<file path="src/rtl/core/plvs_pkg.sv">
// shared types and constants for the partitioned lru victim selector
`default_nettype none

package plvs_pkg;

    localparam int WAYS         = 16;
    localparam int HALF         = WAYS / 2;
    localparam int WAY_W        = 4;
    localparam int AGE_W        = 3;
    localparam int SLOT_W       = $clog2(HALF);
    localparam int ATT_W        = 3;
    localparam int LIMIT_W      = 4;
    localparam int MAX_ATTEMPTS = 8;

    localparam logic [LIMIT_W-1:0] LIMIT_RESET = LIMIT_W'(1);

    localparam logic CMD_TOUCH  = 1'b0;
    localparam logic CMD_VICTIM = 1'b1;

    typedef struct packed {
        logic             cmd;
        logic             is_structure;
        logic [WAY_W-1:0] touched_way;
        logic [15:0]      valid_mask;
        logic [15:0]      replaceable_mask;
        logic [15:0]      lower_level_mask;
    } in_item_t;

    typedef struct packed {
        logic [WAY_W-1:0] way;
        logic [2:0]       prior_age;
        logic [2:0]       attempt_taken;
        logic             took_invalid;
    } out_item_t;

    typedef enum logic [1:0] {
        ST_IDLE,
        ST_SEARCH,
        ST_UPDATE
    } state_t;

    typedef struct packed {
        logic load;
        logic search;
        logic update;
    } ctl_cmd_t;

    typedef struct packed {
        logic last;
    } ctl_sts_t;

endpackage

`default_nettype wire

</file>
<file path="src/rtl/core/plvs_ctrl.sv">
// sequencer for touch and victim selection beats
`default_nettype none

module plvs_ctrl (
    input  wire logic               clk,
    input  wire logic               rst_n,
    input  wire logic               in_valid,
    output logic                    in_ready,
    input  wire logic               in_cmd,
    output logic                    out_valid,
    input  wire logic               out_ready,
    output plvs_pkg::ctl_cmd_t      ctl,
    input  wire plvs_pkg::ctl_sts_t sts
);
    import plvs_pkg::*;

    state_t state_reg;
    state_t state_next;
    logic   out_valid_reg;
    logic   out_valid_next;
    logic   go;

    assign go        = !out_valid_reg || out_ready;
    assign out_valid = out_valid_reg;

    always_ff @(posedge clk or negedge rst_n)
    begin
        if (!rst_n)
        begin
            state_reg     <= ST_IDLE;
            out_valid_reg <= 1'b0;
        end
        else
        begin
            state_reg     <= state_next;
            out_valid_reg <= out_valid_next;
        end
    end

    // next state
    always_comb
    begin
        state_next = state_reg;
        case (state_reg)
            ST_IDLE:
            begin
                if (in_valid)
                begin
                    state_next = (in_cmd == CMD_VICTIM) ? ST_SEARCH : ST_UPDATE;
                end
            end
            ST_SEARCH:
            begin
                state_next = ST_UPDATE;
            end
            ST_UPDATE:
            begin
                if (go)
                begin
                    state_next = sts.last ? ST_IDLE : ST_SEARCH;
                end
            end
            default:
            begin
                state_next = ST_IDLE;
            end
        endcase
    end

    // outputs
    always_comb
    begin
        in_ready   = 1'b0;
        ctl.load   = 1'b0;
        ctl.search = 1'b0;
        ctl.update = 1'b0;
        case (state_reg)
            ST_IDLE:
            begin
                in_ready = 1'b1;
                ctl.load = in_valid;
            end
            ST_SEARCH:
            begin
                ctl.search = 1'b1;
            end
            ST_UPDATE:
            begin
                ctl.update = go;
            end
            default:
            begin
                in_ready = 1'b0;
            end
        endcase
    end

    always_comb
    begin
        if (ctl.update && sts.last)
        begin
            out_valid_next = 1'b1;
        end
        else if (out_ready)
        begin
            out_valid_next = 1'b0;
        end
        else
        begin
            out_valid_next = out_valid_reg;
        end
    end

endmodule

`default_nettype wire

</file>
<file path="src/rtl/core/plvs_datapath.sv">
// age store, victim search and result register
`default_nettype none

module plvs_datapath (
    input  wire logic                            clk,
    input  wire logic                            rst_n,
    input  wire plvs_pkg::in_item_t              in_data,
    input  wire logic                            cfg_we,
    input  wire logic [plvs_pkg::LIMIT_W-1:0]    cfg_data,
    input  wire plvs_pkg::ctl_cmd_t              ctl,
    output plvs_pkg::ctl_sts_t                   sts,
    output plvs_pkg::out_item_t                  out_data
);
    import plvs_pkg::*;

    logic [AGE_W-1:0]   age_reg [WAYS];
    logic [AGE_W-1:0]   age_next [WAYS];
    in_item_t           item_reg;
    logic [WAY_W-1:0]   pick_reg;
    logic [WAY_W-1:0]   pick_next;
    logic               inv_reg;
    logic               inv_next;
    logic [ATT_W-1:0]   attempt_reg;
    logic [ATT_W-1:0]   attempt_next;
    logic [LIMIT_W-1:0] limit_reg;
    out_item_t          out_reg;

    logic [LIMIT_W-1:0] limit_eff;
    logic               last_attempt;
    logic [AGE_W-1:0]   pick_age;
    logic [AGE_W-1:0]   cand_age [HALF];
    logic [HALF-1:0]    cand_repl;
    logic [HALF-1:0]    cand_inv;
    logic               any_inv;
    logic [SLOT_W-1:0]  inv_slot;
    logic [SLOT_W-1:0]  max_slot;
    logic [AGE_W-1:0]   max_age;
    logic [WAY_W-1:0]   half_base;

    assign half_base = item_reg.is_structure ? WAY_W'(HALF) : '0;

    // effective attempt count, clamped to one..eight
    always_comb
    begin
        if (limit_reg == '0)
        begin
            limit_eff = LIMIT_W'(1);
        end
        else if (limit_reg > LIMIT_W'(MAX_ATTEMPTS))
        begin
            limit_eff = LIMIT_W'(MAX_ATTEMPTS);
        end
        else
        begin
            limit_eff = limit_reg;
        end
    end

    assign last_attempt = ({1'b0, attempt_reg} + LIMIT_W'(1)) >= limit_eff;
    assign pick_age     = age_reg[pick_reg];

    // candidates of the selected half
    always_comb
    begin
        for (int j = 0; j < HALF; j++)
        begin
            cand_age[j]  = item_reg.is_structure ? age_reg[j + HALF] : age_reg[j];
            cand_repl[j] = item_reg.replaceable_mask[half_base + WAY_W'(j)];
            cand_inv[j]  = !item_reg.valid_mask[half_base + WAY_W'(j)];
        end
    end

    // lowest invalid way
    always_comb
    begin
        any_inv  = |cand_inv;
        inv_slot = '0;
        for (int j = HALF - 1; j >= 0; j--)
        begin
            if (cand_inv[j])
            begin
                inv_slot = SLOT_W'(j);
            end
        end
    end

    // oldest replaceable way, first one wins on a tie
    always_comb
    begin
        max_slot = '0;
        max_age  = '0;
        for (int j = 0; j < HALF; j++)
        begin
            if (cand_repl[j] && (cand_age[j] > max_age))
            begin
                max_slot = SLOT_W'(j);
                max_age  = cand_age[j];
            end
        end
    end

    always_comb
    begin
        pick_next    = pick_reg;
        inv_next     = inv_reg;
        attempt_next = attempt_reg;
        if (ctl.load)
        begin
            pick_next    = in_data.touched_way;
            inv_next     = 1'b0;
            attempt_next = '0;
        end
        else if (ctl.search)
        begin
            inv_next  = any_inv;
            pick_next = half_base + WAY_W'(any_inv ? inv_slot : max_slot);
        end
        else if (ctl.update && !sts.last)
        begin
            attempt_next = attempt_reg + ATT_W'(1);
        end
    end

    assign sts.last = (item_reg.cmd == CMD_TOUCH) || inv_reg || last_attempt
                      || !item_reg.lower_level_mask[pick_reg];

    // make the picked way mru within the selected half
    always_comb
    begin
        for (int i = 0; i < WAYS; i++)
        begin
            age_next[i] = age_reg[i];
            if (ctl.update)
            begin
                if (WAY_W'(i) == pick_reg)
                begin
                    age_next[i] = '0;
                end
                else if (((i >= HALF) == item_reg.is_structure) && (age_reg[i] < pick_age))
                begin
                    age_next[i] = age_reg[i] + AGE_W'(1);
                end
            end
        end
    end

    always_ff @(posedge clk or negedge rst_n)
    begin
        if (!rst_n)
        begin
            for (int i = 0; i < WAYS; i++)
            begin
                age_reg[i] <= AGE_W'(i % HALF);
            end
            limit_reg   <= LIMIT_RESET;
            inv_reg     <= 1'b0;
            attempt_reg <= '0;
        end
        else
        begin
            age_reg     <= age_next;
            inv_reg     <= inv_next;
            attempt_reg <= attempt_next;
            if (cfg_we)
            begin
                limit_reg <= cfg_data;
            end
        end
    end

    always_ff @(posedge clk)
    begin
        pick_reg <= pick_next;
        if (ctl.load)
        begin
            item_reg <= in_data;
        end
        if (ctl.update && sts.last)
        begin
            out_reg.way           <= pick_reg;
            out_reg.prior_age     <= (item_reg.cmd == CMD_TOUCH) ? 3'(pick_age) : 3'd0;
            out_reg.attempt_taken <= 3'(attempt_reg);
            out_reg.took_invalid  <= inv_reg;
        end
    end

    assign out_data = out_reg;

endmodule

`default_nettype wire

</file>
<file path="src/rtl/core/partitioned_lru_victim_select.sv">
// top level of the partitioned lru victim selector
`default_nettype none

// Keeps the lru ages of one sixteen-way set split into a lower half (ordinary
// data) and an upper half (structure data). A touch passes from the accepted
// beat through the idle state, which accepts it, and the update state, which
// updates the ages, to the result register. A victim request goes through
// idle, search and update, and repeats search and update for each further
// attempt until an invalid way is found, an attempt is accepted or the limit
// of at most eight attempts is reached; the search-then-age loop works over
// the age registers, one half at a time. A new request beat is taken as soon
// as the previous one has reached the result register, which holds it until
// the out beat completes. The attempt_limit register is written through the
// cfg channel, which is always ready.
module partitioned_lru_victim_select (
    input  wire logic                         clk,
    input  wire logic                         rst_n,
    input  wire logic                         in_valid,
    output logic                              in_ready,
    input  wire plvs_pkg::in_item_t           in_data,
    output logic                              out_valid,
    input  wire logic                         out_ready,
    output plvs_pkg::out_item_t               out_data,
    input  wire logic                         cfg_valid,
    output logic                              cfg_ready,
    input  wire logic [plvs_pkg::LIMIT_W-1:0] cfg_data
);
    import plvs_pkg::*;

    ctl_cmd_t ctl;
    ctl_sts_t sts;

    assign cfg_ready = 1'b1;

    plvs_ctrl u_ctrl (
        .clk       (clk),
        .rst_n     (rst_n),
        .in_valid  (in_valid),
        .in_ready  (in_ready),
        .in_cmd    (in_data.cmd),
        .out_valid (out_valid),
        .out_ready (out_ready),
        .ctl       (ctl),
        .sts       (sts)
    );

    plvs_datapath u_datapath (
        .clk      (clk),
        .rst_n    (rst_n),
        .in_data  (in_data),
        .cfg_we   (cfg_valid && cfg_ready),
        .cfg_data (cfg_data),
        .ctl      (ctl),
        .sts      (sts),
        .out_data (out_data)
    );

endmodule

`default_nettype wire
</file>
<file path="config.mk">
export PLATFORM = sky130hd
export DESIGN_NAME = partitioned_lru_victim_select
export DESIGN_NICKNAME = d
export VERILOG_FILES = /design/src/rtl/core/plvs_pkg.sv /design/src/rtl/core/plvs_ctrl.sv /design/src/rtl/core/plvs_datapath.sv /design/src/rtl/core/partitioned_lru_victim_select.sv
export SDC_FILE = /design/constraint.sdc
export NUM_CORES = 1
export LEC_CHECK = 0
export ABC_AREA = 1
export BUFFER_PORTS_ARGS = -buffer_cell sky130_fd_sc_hd__buf_2
export CORE_MARGIN = 3
export CORE_UTILIZATION = 47
export CTS_BUF_LIST = sky130_fd_sc_hd__clkbuf_8
export DETAILED_ROUTE_END_ITERATION = 12
export GPL_ROUTABILITY_DRIVEN = 0
export PLACE_DENSITY = 0.74
export SLEW_MARGIN = 40
export SYNTH_ARGS = -nofsm -noshare
export SYNTH_HDL_FRONTEND = slang
export SYNTH_SLANG_ARGS = --single-unit
export TNS_END_PERCENT = 30
</file>
<file path="constraint.sdc">
create_clock -name clk -period 7.3 [get_ports clk]
set_input_delay 1.46 -clock clk [delete_from_list [all_inputs] [get_ports clk]]
set_output_delay 1.46 -clock clk [all_outputs]
set_load 0.05 [all_outputs]
</file>
==> results.toml, run 1 <==
[floorplanning]
dieWidth_microns = 134
die_area_sq_mm = 0.0179
die_height_microns = 134
initial_utilization_pct = 48.1
core_sq_mm = 0.0159
ios = 77
rows = 46

[synthesis]
ys_top_cells_by_count = "nand2_1, inv_1, o21ai_0"
ys_ff_latch = 124
async_reset_ff_share_pct = 47.6
avgSynthCellArea_sq_um = 8.97
ys.flop_type = "edfxtp_1"
ys_top_cells_by_area = "edfxtp_1, ha_1, dfrtp_1, dfstp_2, nand2_1"
yosysWarningCount = 0
synthDistinctLibCells = 46
syn_nets = 988
ys_seq_area_share_pct = 45.1
synth_area_leader_cell = "edfxtp_1"
netlist_area_sq_mm = 0.00767
synth_most_common_cell = "nand2_1"
synth_top_area_share_pct = 25.5
synth-edff-count = 65
syn_inst = 855

[sta]
period_share_pct = 101
fin_skew_ns = 0.0143
worstMarginPinSlew_ns = 0.787
maxSlewViolCount = 0
slew-limit-headroom_pct = 47.4
setup_tns_ns = -0.172
fmax_ghz = 0.135
rsz0062_at_grt = "yes"
hold_viol_final = 0
setup_viol = 3
setup_slack_ns = -0.0901
period_needed_ns = 7.39

[clocking]
cts_root_buffer = "clkbuf_8"
clk_pin_slew_ns = 0.07
cts_sinks = 124
cts_buffers = 17
cts_buffer_depth = 2
h-tree-depth = 4
clock_latency_ns = 0.45
cts_tree = "yes"

[placed_design]
portBuffers = 75
pre_cts_ws_ns = -0.237
place_hpwl_microns = 13100
dp.cells = 1169

[status]
violations = "negative setup slack"
status = "finished with violations"

[detailed_routing]
dr.first_iter.drc_count = 403
drt_wl_total_microns = 18700
vias = 6640
wl_per_cell_microns = 15.3
drc = 0
ant_nets = 0
vias_per_cell = 5.45
drt_first_pass_iters = 5

[final_layout]
register_area_sq_mm = 0.00346
multi_input_area_sq_mm = 0.00395
drive_gt1_share_pct = 26.2
area_growth_syn_to_layout_pct = 21.3
fin_cells = 1219
largest_register_ffs = 50
fillCellCount = 1337
nets = 1123
insertedDiodeCount = 0

[worst_hold_path]
min_from = "u_datapath.inv_reg$_DFFE_PN0P_"
hold_path_end = "u_datapath.out_data[0]$_DFFE_PP_"
hold_path.class = "reg -> reg"
holdPathStages = 0

[critical_path]
start_kind = "flop"
cpPeakStageDelay_ns = 0.48
regToRegStartpoint = "u_datapath.item_reg[52]$_DFFE_PP_"
cp_common_cell = "nand2_2"
r2r_slack_ns = -0.09
r2r_end = "u_datapath.pick_reg[2]$_DFFE_PP_"
crit_slowest_cell = "edfxtp_1"
cp_max_fo = 7
rr_worst_depth = 53
worstPathArrival_ns = 7.60
required_ns = 7.51
critical_path_class = "reg -> reg"
cp-end-kind = "flop"

[global_routing]
grt_pass1_vias = 6267
grt_pass1_wl_microns = 30100
antenna_found_initial = 0
grt_max_degree = 60
grt.total_usage_pct = 21.2
overflow = 0

[run]
drv_cap = 0
==> worst max-delay path: cells and delay by family, from the launching register on <==
kind | cells | cell delay, ns
compound gates | 14 | 1.71
flops | 1 | 0.48
simple gates | 24 | 2.04
buf+inv | 8 | 0.70
fa+ha+maj | 7 | 2.19
==> per-stage QoR <==
| stage | area [sq um] | hold WS (ns) | util (%) |
|---|---|---|---|
| finish | 9300 | 0.451 | 58.3 |
| global route | 9300 | 0.466 | 58.3 |
| CTS | 9040 | 0.449 | 56.7 |
| detailed placement | 8570 | 0.432 | 53.8 |
| global placement | 8550 | 0.428 | 53.6 |
| floorplan | 7670 | 0.425 | - |
==> how the worst max path moves through the flow <==
stage | start | end | slack (ns) | cells after the start
after floorplan | u_datapath.item_reg[52]$_DFFE_PP_ | u_datapath.pick_reg[2]$_DFFE_PP_ | 0.16 | 57
final | u_datapath.item_reg[52]$_DFFE_PP_ | u_datapath.pick_reg[2]$_DFFE_PP_ | -0.09 | 53
after global placement | u_datapath.item_reg[52]$_DFFE_PP_ | u_datapath.pick_reg[2]$_DFFE_PP_ | 0.02 | 57
after global routing | u_datapath.item_reg[52]$_DFFE_PP_ | u_datapath.pick_reg[2]$_DFFE_PP_ | -0.59 | 55
after CTS | u_datapath.item_reg[52]$_DFFE_PP_ | u_datapath.pick_reg[2]$_DFFE_PP_ | 0.003 | 55
after detailed placement | u_datapath.item_reg[52]$_DFFE_PP_ | u_datapath.pick_reg[2]$_DFFE_PP_ | -0.24 | 59
==> cells in the final DEF, fill, tap and decap left out, types with 5 or more instances in the layout <==
cell type    n
a21oi_1     27
a22oi_1      9
buf_2       75
buf_4       49
buf_6        6
clkbuf_8    19
dfrtp_1     34
dfstp_2     25
edfxtp_1    65
ha_1        66
inv_1      107
inv_2        6
mux2i_1     11
nand2_1    147
nand2_2     19
nand2_4      6
nand3_1     60
nand3_2      7
nand4_1      6
nor2_1      42
nor2_2       8
o211ai_1    17
o21ai_0     68
o21ai_1      7
o21ai_2     11
o21bai_1     5
o22ai_1     22
o31ai_1     16
xnor2_1     15
==> kinds of logic after synthesis <==
family	Yosys count	share of synthesized area [%]
AO/OA/AOI/OAI	201	15.9
AND/OR/NAND/NOR	303	17.7
other	1	0.0489
multiplexers	12	1.58
buffers and inverters	128	6.41
adder cells (fa/ha/maj)	70	11.4
flip-flops	124	45.1
XOR/XNOR	16	1.83
==> area by class of cell <==
class	count	share of cell area [%]
multi-input combinational	604	42.5
sequential	124	37.2
timing repair buffer	130	8.72
inverter	113	4.56
tap	216	2.91
clock buffer	19	2.81
clock inverter	13	1.35
==> repair_timing <==
item,4_1_cts,5_1_grt
hold buffers,0,0
setup endpoints to repair,3,3
setup buffers,3,14
pin swaps,21,44
cloned,1,0
gates resized for setup,19,41
==> layer usage <==
layer  global-route usage [%]  routed length, microns
met5                        0                       0
met3                     3.81                    1200
met2                     33.9                    8530
met1                     28.5                    8450
met4                     8.46                     487
Power of run 1 is left out: the tool's default activity adds up to more than one toggle a clock period on the data nets, which glitch-free logic cannot reach.
==> run 2: changes to the inputs <==
- SYNTH_HIERARCHICAL: default -> 1
==> run 2 against run 1 <==
Compared with the run above: the run still ends with negative setup slack left; non-clock buffer count is 2 lower; synthesized area is 1.0% higher; count of clock-buffer cells in the layout is 2 lower; synthesized cell count is 1.4% higher; first-iteration DRC count is 11% higher; routed wire length is 0.88% higher; worst hold slack better by 0.054 ns; maximum frequency is 0.34% lower; core utilization is 0.25 points lower; highest routed layer unchanged.
==> results.toml, run 2 <==
[status]
status = "finished with violations"
violations = "negative setup slack"

[final_layout]
insertedDiodeCount = 0
nets = 1128
design_area_sq_mm = 0.00929
drive_gt1_share_pct = 26.8
final_common_cell = "nand2_1"
fillCellCount = 1433
area_growth_syn_to_layout_pct = 20.0
layout_common_cells = "nand2_1, inv_1, o21ai_0"
final_util_pct = 58.1
largest_register_ffs = 50

[clocking]
cts_buffer_depth = 2
h-tree-depth = 4
cts_tree = "yes"
hold_buffers = 0
cts_buffers = 17
clk_pin_slew_ns = 0.08
cts_sinks = 124
cts_root_buffer = "clkbuf_8"
clock_latency_ns = 0.46

[floorplanning]
initial_utilization_pct = 48.4
dieWidth_microns = 134
die_area_sq_mm = 0.0181
core_sq_mm = 0.0160
die_height_microns = 134
ios = 77
rows = 46

[critical_path]
critical_path_class = "reg -> reg"
cpPeakStageDelay_ns = 0.47
cp_max_fo = 7
required_ns = 7.52
rr_worst_depth = 56
crit_slowest_cell = "edfxtp_1"
regToRegStartpoint = "u_datapath/item_reg[52]$_DFFE_PP_"
cp-end-kind = "flop"
start_kind = "flop"
cp-startpoint = "u_datapath/item_reg[52]$_DFFE_PP_"
worstPathArrival_ns = 7.63
cp_common_cell = "nand2_2"

[worst_hold_path]
holdPathStages = 0
hold_path.class = "reg -> reg"
min_from = "u_datapath/attempt_reg[1]$_DFFE_PN0P_"

[synthesis]
ys_ff_latch = 124
synth_most_common_cell = "nand2_1"
ys.flop_type = "edfxtp_1"
async_reset_ff_share_pct = 47.6
ys_seq_area_share_pct = 44.7
ys_top_cells_by_count = "nand2_1, inv_1, o21ai_0"
avgSynthCellArea_sq_um = 8.93
yosysWarningCount = 6
synth-edff-count = 65
syn_inst = 867
synth_area_leader_cell = "edfxtp_1"
ys_top_cells_by_area = "edfxtp_1, ha_1, dfrtp_1, dfstp_2, nand2_1"
syn_nets = 1000
netlist_area_sq_mm = 0.00774
synth_top_area_share_pct = 25.2
synthDistinctLibCells = 45

[sta]
period_share_pct = 102
slew-limit-headroom_pct = 46.3
setup_slack_ns = -0.115
setup_viol = 3
fin_skew_ns = 0.0138
setup_tns_ns = -0.316
fmax_ghz = 0.135
hold_viol_final = 0
maxSlewViolCount = 0
period_needed_ns = 7.42
worst_hold_slack_ns = 0.505
rsz0062_at_grt = "yes"
worstMarginPinSlew_ns = 0.802

[global_routing]
grt_pass1_vias = 6221
grt_max_degree = 63
antenna_found_initial = 0
grt.total_usage_pct = 21.0
grt_pass1_wl_microns = 30100
overflow = 0

[placed_design]
place_hpwl_microns = 13500
portBuffers = 75
place_area_sq_mm = 0.00858

[detailed_routing]
vias = 6597
dr.first_iter.drc_count = 449
drc = 0
drt_wl_total_microns = 18800
wl_per_cell_microns = 15.4
drt_first_pass_iters = 5
vias_per_cell = 5.39
ant_nets = 0

[run]
drv_cap = 0
run 2: changes by cell type after synthesis, sizes merged, moves of 2 or more:
cell / before / now
a22oi: 9 / 7
inv: 112 / 115
a31oi: 0 / 4
o211ai: 17 / 14
nand2: 171 / 166
o21ai: 88 / 115
xor2: 1 / 15
clkbuf: 11 / 15
o31ai: 16 / 5
nor2: 54 / 51
xnor2: 15 / 3
run 2: path summary, 6_finish.rpt:
kind | endpoint | slack, ns
setup / recovery | u_datapath/pick_reg[2]$_DFFE_PP_ | -0.12
setup reg to reg | u_datapath/pick_reg[2]$_DFFE_PP_ | -0.12
min in group asynchronous | u_datapath/age_reg[41]$_DFFE_PN0P_ | 1.09
hold reg to reg | u_datapath/out_data[2]$_DFFE_PP_ | 0.50
hold / removal | u_datapath/out_data[2]$_DFFE_PP_ | 0.50
max in group asynchronous | u_datapath/age_reg[42]$_DFFE_PN1P_ | 5.82
run 2: per-layer routing:
| metal | part of all wire (%) | track usage [%] | up-vias |
|---|---|---|---|
| met5 | 0 | 1.67 | - |
| met4 | 1.8 | 7.01 | 0 |
| met3 | 5.9 | 3.75 | 31 |
| met2 | 48 | 34.1 | 206 |
| met1 | 44 | 28.4 | 3090 |
| li1 | - | - | 3270 |
run 2: layout make-up:
type	instances	area, sq um	area share, %
Clock inverter	15	138	1.48
Timing Repair Buffer	128	786	8.45
Clock buffer	17	234	2.52
Inverter	116	435	4.68
Multi-Input combinational cell	608	3970	42.7
Sequential cell	124	3460	37.2
Tap cell	216	270	2.91
run 2: timing repair:
| item | in CTS | in global routing |
|---|---|---|
| pin swaps | 22 | 32 |
| resized for setup | 24 | 28 |
| setup endpoints to repair | 3 | 3 |
| cloned | 1 | 0 |
| buffers inserted | 9 | 11 |
run 2: cells by family after synthesis:
family	share of synthesized area, %
multiplexers	1.57
buffers and inverters	6.69
flip-flops	44.7
other	0.0484
XOR/XNOR	2.04
adder cells (fa/ha/maj)	11.3
AND/OR/NAND/NOR	17.8
AO/OA/AOI/OAI	15.9
run 2: critical path: cells and delay by family (launching register included):
kind | cells | cell delay, ns
AOI/OAI and AO/OA | 15 | 1.76
adders and majority gates | 7 | 2.22
buffers and inverters | 11 | 0.83
DFF | 1 | 0.47
and+or+nand+nor | 23 | 1.90
run 2: through the flow:
step	cells	setup slack, ns
after floorplan	867	0.0221
after global placement	1168	-0.0164
after detailed placement	1171	-0.273
after CTS	1213	0.00837
after global routing	1224	-0.637
final	1224	-0.115
Power of run 2 is left out for the same reason.
==> run 3: changes to the inputs <==
- CORE_MARGIN: 3 -> default
==> run 3 against run 2 <==
Compared with the run above: core utilization increased by 0.46 points; register-to-register slack about the same; via count about the same; clock skew increased by 0.0013 ns; sequential share of layout area decreased by 0.29 points; largest cell class unchanged; routed wire length increased by 0.85%; global-route usage increased by 2.1 points; final area increased by 0.79%; flip-flop and latch count unchanged; critical endpoint is now u_datapath/pick_reg[0]$_DFFE_PP_; count of clock-buffer cells in the layout unchanged; the run still ends with negative setup slack left.
==> results.toml, run 3 (synthesis gave the netlist of run 2 again) <==
[floorplanning]
die_height_microns = 130
rows = 46
core_sq_mm = 0.0160
initial_utilization_pct = 48.4
dieWidth_microns = 130
die_area_sq_mm = 0.0170
ios = 77

[critical_path]
worstPathArrival_ns = 7.63
required_ns = 7.51
critical_path_class = "reg -> reg"
start_kind = "flop"
crit_slowest_cell = "edfxtp_1"
cp_common_cell = "nand2_2"
cp_max_fo = 8
r2r_slack_ns = -0.12
cp-end-kind = "flop"
r2r_end = "u_datapath/pick_reg[0]$_DFFE_PP_"
cpPeakStageDelay_ns = 0.44
regToRegStartpoint = "u_datapath/item_reg[52]$_DFFE_PP_"
rr_worst_depth = 58

[final_layout]
insertedDiodeCount = 0
area_growth_syn_to_layout_pct = 21.0
final_common_cell = "nand2_1"
largest_register_ffs = 50
fillCellCount = 1377
drive_gt1_share_pct = 27.0
layout_common_cells = "nand2_1, inv_1, o21ai_0"
nets = 1126
fin_cells = 1222

[clocking]
cts_root_buffer = "clkbuf_8"
clk_pin_slew_ns = 0.08
cts_buffers = 17
hold_buffers = 0
cts_buffer_depth = 2
h-tree-depth = 4
cts_tree = "yes"
cts_sinks = 124
clock_latency_ns = 0.45

[detailed_routing]
wl_per_cell_microns = 15.5
ant_nets = 0
vias_per_cell = 5.40
drt_first_pass_iters = 5
drc = 0
dr.first_iter.drc_count = 482
drt_wl_total_microns = 19000
vias = 6594

[worst_hold_path]
holdPathStages = 0
hold_path.class = "reg -> reg"
min_from = "u_datapath/attempt_reg[1]$_DFFE_PN0P_"
hold_path_end = "u_datapath/out_data[2]$_DFFE_PP_"

[global_routing]
use_met2_pct = 36.5
grt_max_degree = 63
globalRoute.busiestLayer = "met2"
gr-usage-met3_pct = 5.25
met1_usage_pct = 31.2
grt_pass1_wl_microns = 29700
antenna_found_initial = 0
grt_pass1_vias = 6040
grt.total_usage_pct = 23.0
overflow = 0

[sta]
fmax_ghz = 0.135
rsz0062_at_grt = "yes"
setup_slack_ns = -0.116
fin_skew_ns = 0.0151
period_share_pct = 102
worst_hold_slack_ns = 0.509
worstMarginPinSlew_ns = 0.883
setup_viol = 3
slew-limit-headroom_pct = 40.6
period_needed_ns = 7.42
hold_viol_final = 0
maxSlewViolCount = 0

[run]
drv_cap = 0

[placed_design]
dp.cells = 1169
portBuffers = 75
place_hpwl_microns = 13300

[status]
status = "finished with violations"
violations = "negative setup slack"
## run 3: cell count changes in the layout (fill, tap and decap cells not counted), sizes merged
| cell | before | now |
|---|---|---|
| bufinv | 1 | 5 |
| clkinvlp | 2 | 3 |
| inv | 122 | 120 |
| buf | 128 | 126 |
| clkinv | 6 | 3 |
## run 3: critical path: cells and delay by family (launching register included)
family          cells  cell delay, ns
simple gates       28            2.42
buf+inv            10            0.83
flops               1            0.44
fa+ha+maj           7            2.22
compound gates     13            1.31
## run 3: area by class of cell
class,count,area [sq um],area share [%]
inverter,116,435,4.65
tap,216,270,2.88
clock buffer,17,234,2.50
sequential,124,3460,36.9
multi-input combinational,608,3960,42.3
clock inverter,15,220,2.35
timing repair buffer,126,786,8.39
## run 3: per-stage QoR
| step | cell area, sq um | utilization, % | TNS (ns) | setup slack (ns) |
|---|---|---|---|---|
| after floorplan | 7750 | - | 0 | 0.0221 |
| after global placement | 8550 | 53.4 | -0.0118 | -0.0118 |
| after detailed placement | 8560 | 53.5 | -1.04 | -0.379 |
| after CTS | 9120 | 57.0 | 0 | 0.000553 |
| after global routing | 9370 | 58.5 | -1.74 | -0.638 |
| final | 9370 | 58.5 | -0.266 | -0.116 |
## run 3: metal layers
| metal | wire, microns | share of wire (%) | up-vias |
|---|---|---|---|
| met3 | 1110 | 5.8 | 25 |
| met1 | 8460 | 45 | 3078 |
| li1 | - | - | 3271 |
| met2 | 9120 | 48 | 220 |
| met5 | 0 | 0 | - |
| met4 | 294 | 1.5 | 0 |
## run 3: timing repair
action / CTS / global route
pin swaps: 16 / 41
buffers inserted: 5 / 17
resized for setup: 23 / 36
endpoints found under the setup margin: 3 / 3
## run 3: worst max path at each step
| stage | startpoint | endpoint | slack [ns] | cells after the start |
|---|---|---|---|---|
| after global placement | u_datapath/item_reg[52]$_DFFE_PP_ | u_datapath/pick_reg[2]$_DFFE_PP_ | -0.01 | 52 |
| after CTS | u_datapath/item_reg[52]$_DFFE_PP_ | u_datapath/pick_reg[2]$_DFFE_PP_ | 0.0006 | 58 |
| after detailed placement | u_datapath/item_reg[52]$_DFFE_PP_ | u_datapath/pick_reg[2]$_DFFE_PP_ | -0.38 | 51 |
| after floorplan | u_datapath/item_reg[52]$_DFFE_PP_ | u_datapath/pick_reg[2]$_DFFE_PP_ | 0.02 | 58 |
| after global routing | u_datapath/item_reg[52]$_DFFE_PP_ | u_datapath/pick_reg[0]$_DFFE_PP_ | -0.64 | 58 |
| final | u_datapath/item_reg[52]$_DFFE_PP_ | u_datapath/pick_reg[0]$_DFFE_PP_ | -0.12 | 58 |
Power of run 3 is left out for the same reason.
